## src/rtl/core/bta_pkg.sv

```systemverilog
// shared types, codes and helpers of the boundary-tag heap allocator
// no dependencies; imported by every module of the block
`default_nettype none

package bta_pkg;

    localparam int HEAP_UNITS = 1024;
    localparam int IDX_W      = 11;
    localparam int ADDR_W     = 13;
    localparam int MEM_AW     = 10;
    localparam int ALU_W      = 15;
    localparam int OFF_W      = 13;
    localparam int BYTES_W    = 14;

    localparam logic [IDX_W-1:0] POOL_RESET = IDX_W'(512);
    localparam logic [IDX_W-1:0] POOL_MIN   = IDX_W'(4);
    localparam logic [IDX_W-1:0] POOL_MAX   = IDX_W'(HEAP_UNITS);

    typedef struct packed {
        logic [IDX_W-1:0] size;
        logic             free;
        logic [IDX_W-1:0] prev;
        logic [IDX_W-1:0] pf;
        logic [IDX_W-1:0] nf;
    } hdr_t;

    typedef struct packed {
        logic              rd;
        logic              wr;
        logic              raw;
        logic [ADDR_W-1:0] addr;
        hdr_t              data;
    } mem_req_t;

    typedef enum logic [1:0] {
        ST_OK     = 2'd0,
        ST_OOM    = 2'd1,
        ST_BAD    = 2'd2,
        ST_DOUBLE = 2'd3
    } status_t;

    typedef struct packed {
        logic             load;
        status_t          status;
        logic [OFF_W-1:0] off;
    } res_t;

    typedef enum logic [2:0] {
        FLD_SIZE,
        FLD_FREE,
        FLD_PREV,
        FLD_PF,
        FLD_NF
    } fld_t;

    typedef enum logic [5:0] {
        S_CLEAR, S_INIT1, S_IDLE, S_OK, S_DONE,
        S_RMW_RD, S_RMW_WR,
        S_I0, S_I1, S_I2, S_I3, S_I4, S_I5, S_I6, S_I7, S_I8, S_I9,
        S_R0, S_R1, S_R2, S_R3, S_R4,
        S_A1, S_A2, S_A3, S_A4, S_A5, S_A6, S_A7, S_A8,
        S_F0, S_F1, S_F1B, S_F2, S_F3, S_F3B, S_F4, S_F5, S_F6, S_F7, S_F7B, S_F8
    } state_t;

    // header index lies inside the live pool
    function automatic logic hdr_valid(logic [ADDR_W-1:0] a, logic [IDX_W-1:0] pool);
        return (a != '0) && (a <= {{(ADDR_W-IDX_W){1'b0}}, pool});
    endfunction

endpackage

`default_nettype wire

```

## src/rtl/core/bta_alu.sv

```systemverilog
// shared index adder: a + b + 1, used for unit rounding and block arithmetic
// depends on bta_pkg
`default_nettype none

module bta_alu
    import bta_pkg::*;
(
    input  wire logic [ALU_W-1:0] a,
    input  wire logic [ALU_W-1:0] b,
    output logic      [ALU_W-1:0] sum
);

    assign sum = a + b + ALU_W'(1);

endmodule

`default_nettype wire

```

## config.mk

```make
export PLATFORM = sky130hd
export DESIGN_NAME = bta_alu
export DESIGN_NICKNAME = d
export VERILOG_FILES = /design/src/rtl/core/bta_pkg.sv /design/src/rtl/core/bta_alu.sv
export SDC_FILE = /design/constraint.sdc
export NUM_CORES = 1
export LEC_CHECK = 0
export ABC_AREA = 0
export BUFFER_PORTS_ARGS = -buffer_cell sky130_fd_sc_hd__buf_2
export CORE_UTILIZATION = 30
export DETAILED_ROUTE_END_ITERATION = 10
export GPL_TIMING_DRIVEN = 0
export PLACE_DENSITY_LB_ADDON = 0.3
export REMOVE_ABC_BUFFERS = 1
export SETUP_SLACK_MARGIN = 0.02
export SYNTH_ARGS = -nofsm -noshare
export SYNTH_HDL_FRONTEND = slang
export SYNTH_SLANG_ARGS = --single-unit
```

## constraint.sdc

```tcl
create_clock -name vclk -period 2.3
set_input_delay 0.115 -clock vclk [all_inputs]
set_output_delay 0.115 -clock vclk [all_outputs]
set_load 0.1 [all_outputs]
```

After elaboration in Yosys (flattened, before gate mapping)
Index checks and enable logic that the tools add are counted.
Widths: inputs -> output; s select.
{ "classes": {"addsub": 2} }
{ "ops": {"columns": ["operator", "n"], "rows": [
  ["$add 15x1->15 const B", 1],
  ["$add 15x15->15", 1]
]} }
{ "word_totals": {"reg_bits": 0, "inputBits": 30, "out_inout_bits": 15, "word_cells": 2} }

Logic depth before layout (Yosys ltp)
{ "logic_depth": {"ltp_word": 2, "depth_mapped": 9, "depth_no_buf": 9} }

Worst setup path after synthesis
Ideal clock, no wire load.
{ "synth_timing": {"path_kind": "input to output", "startpoint": "in a[3]", "endpoint": "out sum[11]", "t_arrival_ns": 3.314, "required_ns": 2.185, "slack_ns": -1.129, "cell_stages": 5, "n_path_buf": 0, "cell_sequence": "ha_1 a21o_1 a21oi_1 o221ai_2 o311ai_1"} }
{ "synth_via": {"elab_chain_len": 2} }
{ "synth_lines": {"columns": ["element", "line_no", "source"], "rows": [
  ["start: declaration", "bta_alu.sv:8", "input wire logic [ALU_W-1:0] a,"],
  ["$add 15x15->15", "bta_alu.sv:13", "assign sum = a + b + ALU_W'(1);"],
  ["$add 15x1->15", "bta_alu.sv:13", null],
  ["end: declaration", "bta_alu.sv:10", "output logic [ALU_W-1:0] sum"]
]} }
No other way between the ends.

Final worst setup path
{ "layout_timing": {"startpoint": "in a[3]", "endpoint": "out sum[9]"} }
Same word-level chain as after synthesis.

==> results.py <==
metrics = {
    "pwr": {
        "p_leak_nw": 0.502,
        "ir_worst_vdd_uv": 407,
        "p_per_area_nw_per_um2": 714,
    },
    "timing": {
        "slew_headroom_pct": 67.4,
        "whs_ns": 0.697,
        "fin_tns_setup_ns": 0,
        "report.final.slew_viol_count": 0,
        "finalHoldViolCount": 0,
        "fin_crit_ns": 2.16,
        "fin_crit_sh_pct": 93.7,
        "rsz0062_at_grt": "no",
        "tightest_slew_ns": 0.492,
        "finalSetupViolations": 0,
        "max_freq_ghz": 0.464,
    },
    "worst_setup_path": {
        "cp-end-kind": "primary output",
        "arrival_ns": 2.04,
        "crit_start": "a[3]",
        "cp_max_fo": 5,
        "critPathLaunchType": "primary input",
        "required_ns": 2.18,
        "worstSetupPathType": "in -> out",
    },
    "placement": {
        "dp_cells": 168,
        "port_buffers": 45,
        "place_congestion": 0.794,
        "place_hpwl_um": 1640,
    },
    "clock_tree": {
        "ctsHoldBuffers": 0,
    },
    "floorplanning": {
        "dieArea_sq_um": 2670,
        "boundaryPins": 45,
        "coreArea_sq_um": 2280,
        "die_h_um": 51.6,
        "start_util_pct": 32.5,
        "fp.dieW_um": 51.6,
        "num_rows": 17,
    },
    "finish": {
        "seq_area_sq_um": 0,
        "drive_gt1_share_pct": 39.7,
        "n_clock_buffer": 0,
        "finalNonFillerCells": 169,
        "syn_to_final_growth_pct": 39.3,
        "seq_cell_count": 0,
        "n_fill_cell": 251,
        "fin_nets": 188,
        "n_antenna_cell": 0,
    },
    "global_routing": {
        "grt_usage_pct": 13.0,
        "grt_overflow": 0,
        "grt_pass1_wl_um": 2840,
        "grt_max_degree": 9,
        "grt_pass1_vias": 725,
        "antenna_found_initial": 0,
    },
    "status": {
        "outcome": "finished clean",
    },
    "detailed_routing": {
        "drtAntennaViolNets": 0,
        "vias": 854,
        "firstDrtPassIters": 4,
        "via_per_inst": 5.05,
        "detail_route.wl_per_cell_um": 10.8,
        "drc": 0,
        "drtIter0Drc": 6,
        "drt-total-wl_um": 1830,
    },
    "hold_path": {
        "hp-start": "a[14]",
        "hold_class": "in -> out",
        "hold_path_end": "sum[14]",
        "min_path_cells": 4,
    },
    "synth": {
        "synth_cell_type_count": 33,
        "syn_inst": 95,
        "synth.area.top_cells": "ha_1, xnor2_1, a21oi_1",
        "ys_seq_area_share_pct": 0,
        "yosys_warnings": 0,
        "yosysTopAreaCell": "ha_1",
        "avgSynthCellArea_sq_um": 7.78,
        "synth_area_sq_um": 739,
        "synth_top_area_share_pct": 23.7,
    },
    "run": {
        "maxCapViolCount": 0,
    },
}
[placed cells by master (no fill, tap or decap), types with 3 or more instances in the layout]
| cell | synthesis | layout |
|---|---|---|
| ha_1 | 14 | 14 |
| xnor2_1 | 9 | 9 |
| o21ai_0 | 3 | 3 |
| a21oi_1 | 11 | 11 |
| nor2b_1 | 4 | 4 |
| nand2_1 | 4 | 4 |
| a21o_1 | 3 | 3 |
| nand3_1 | 3 | 3 |
| nor3_1 | 3 | 3 |
| inv_1 | 8 | 8 |
| nor2_1 | 5 | 5 |
| xor2_1 | 3 | 3 |
| buf_2 | 0 | 40 |
[synthesized netlist by cell type (2+ instances only)]
cell,number
nand4_1,2
xor2_1,3
inv_1,8
nor3_1,3
o21ai_0,3
a21o_1,3
ha_1,14
nand2_1,4
nor2b_1,4
a21oi_1,11
a21oi_2,2
nor3b_1,2
nand3_1,3
o221ai_2,2
xnor2_1,9
nor2_1,5
[metal layers]
metal	track usage (%)	vias to the layer above	wire length (um)
li1	-	451	-
met1	17.2	375	857
met2	23.8	28	883
met3	0	0	91
met4	1.80	0	0
met5	0	-	0
[kinds of logic (layout without fill, tap and decap cells)]
kind of cell / count (synthesis) / count (layout) / share of synthesized area (%)
AO/OA/AOI/OAI: 32 / 32 / 34.5
buffers and inverters: 8 / 54 / 4.06
XOR/XNOR: 12 / 12 / 14.2
adder cells (fa/ha/maj): 15 / 15 / 26.4
AND/OR/NAND/NOR: 28 / 28 / 20.8
[power by group]
group | internal [mW] | switching [mW] | total [mW]
combinational | 0.172 | 0.564 | 0.735
clock | 0 | 0 | 0
sequential | 0 | 0 | 0
[critical path: stages]
cell	delay (ns)
buf_2	0.10
ha_1	0.36
a21o_1	0.20
a21oi_1	0.21
o221ai_2	0.18
nor2b_1	0.17
nor3_1	0.23
buf_2	0.47
[timing repair]
item / in CTS / in global routing
setup endpoints to repair: 3 / 5
resized for setup: 3 / 5
setup buffers: 0 / 1
pin swaps: 0 / 1
gates cloned: 0 / 0
[how the worst max path moves through the flow]
stage | to | slack [ns] | cells past startpoint
2_1_floorplan | sum[11] | -1.13 | 5
3_3_place_gp | sum[12] | -0.05 | 11
3_5_place_dp | sum[12] | -0.07 | 11
4_1_cts | sum[12] | 0.05 | 11
5_1_grt | sum[12] | 0.03 | 11
6_report | sum[9] | 0.14 | 8
[metrics by stage]
| stage | instance area, sq um | utilization, % | setup WS, ns | total power [mW] |
|---|---|---|---|---|
| after floorplan | 739 | - | -1.13 | 0.607 |
| after global placement | 1000 | 43.9 | -0.0473 | 0.706 |
| after detailed placement | 1000 | 43.9 | -0.0652 | 0.715 |
| after CTS | 1010 | 44.3 | 0.0490 | 0.724 |
| after global routing | 1030 | 45.2 | 0.0264 | 0.769 |
| final | 1030 | 45.2 | 0.144 | 0.735 |
[layout make-up]
cell class | instances | area [sq um] | area share (%)
Timing Repair Buffer | 46 | 253 | 24.5
Tap cell | 28 | 35.0 | 3.40
Inverter | 8 | 30.0 | 2.92
Multi-Input combinational cell | 87 | 712 | 69.1
No activity file was read; power rests on OpenSTA's default activity.
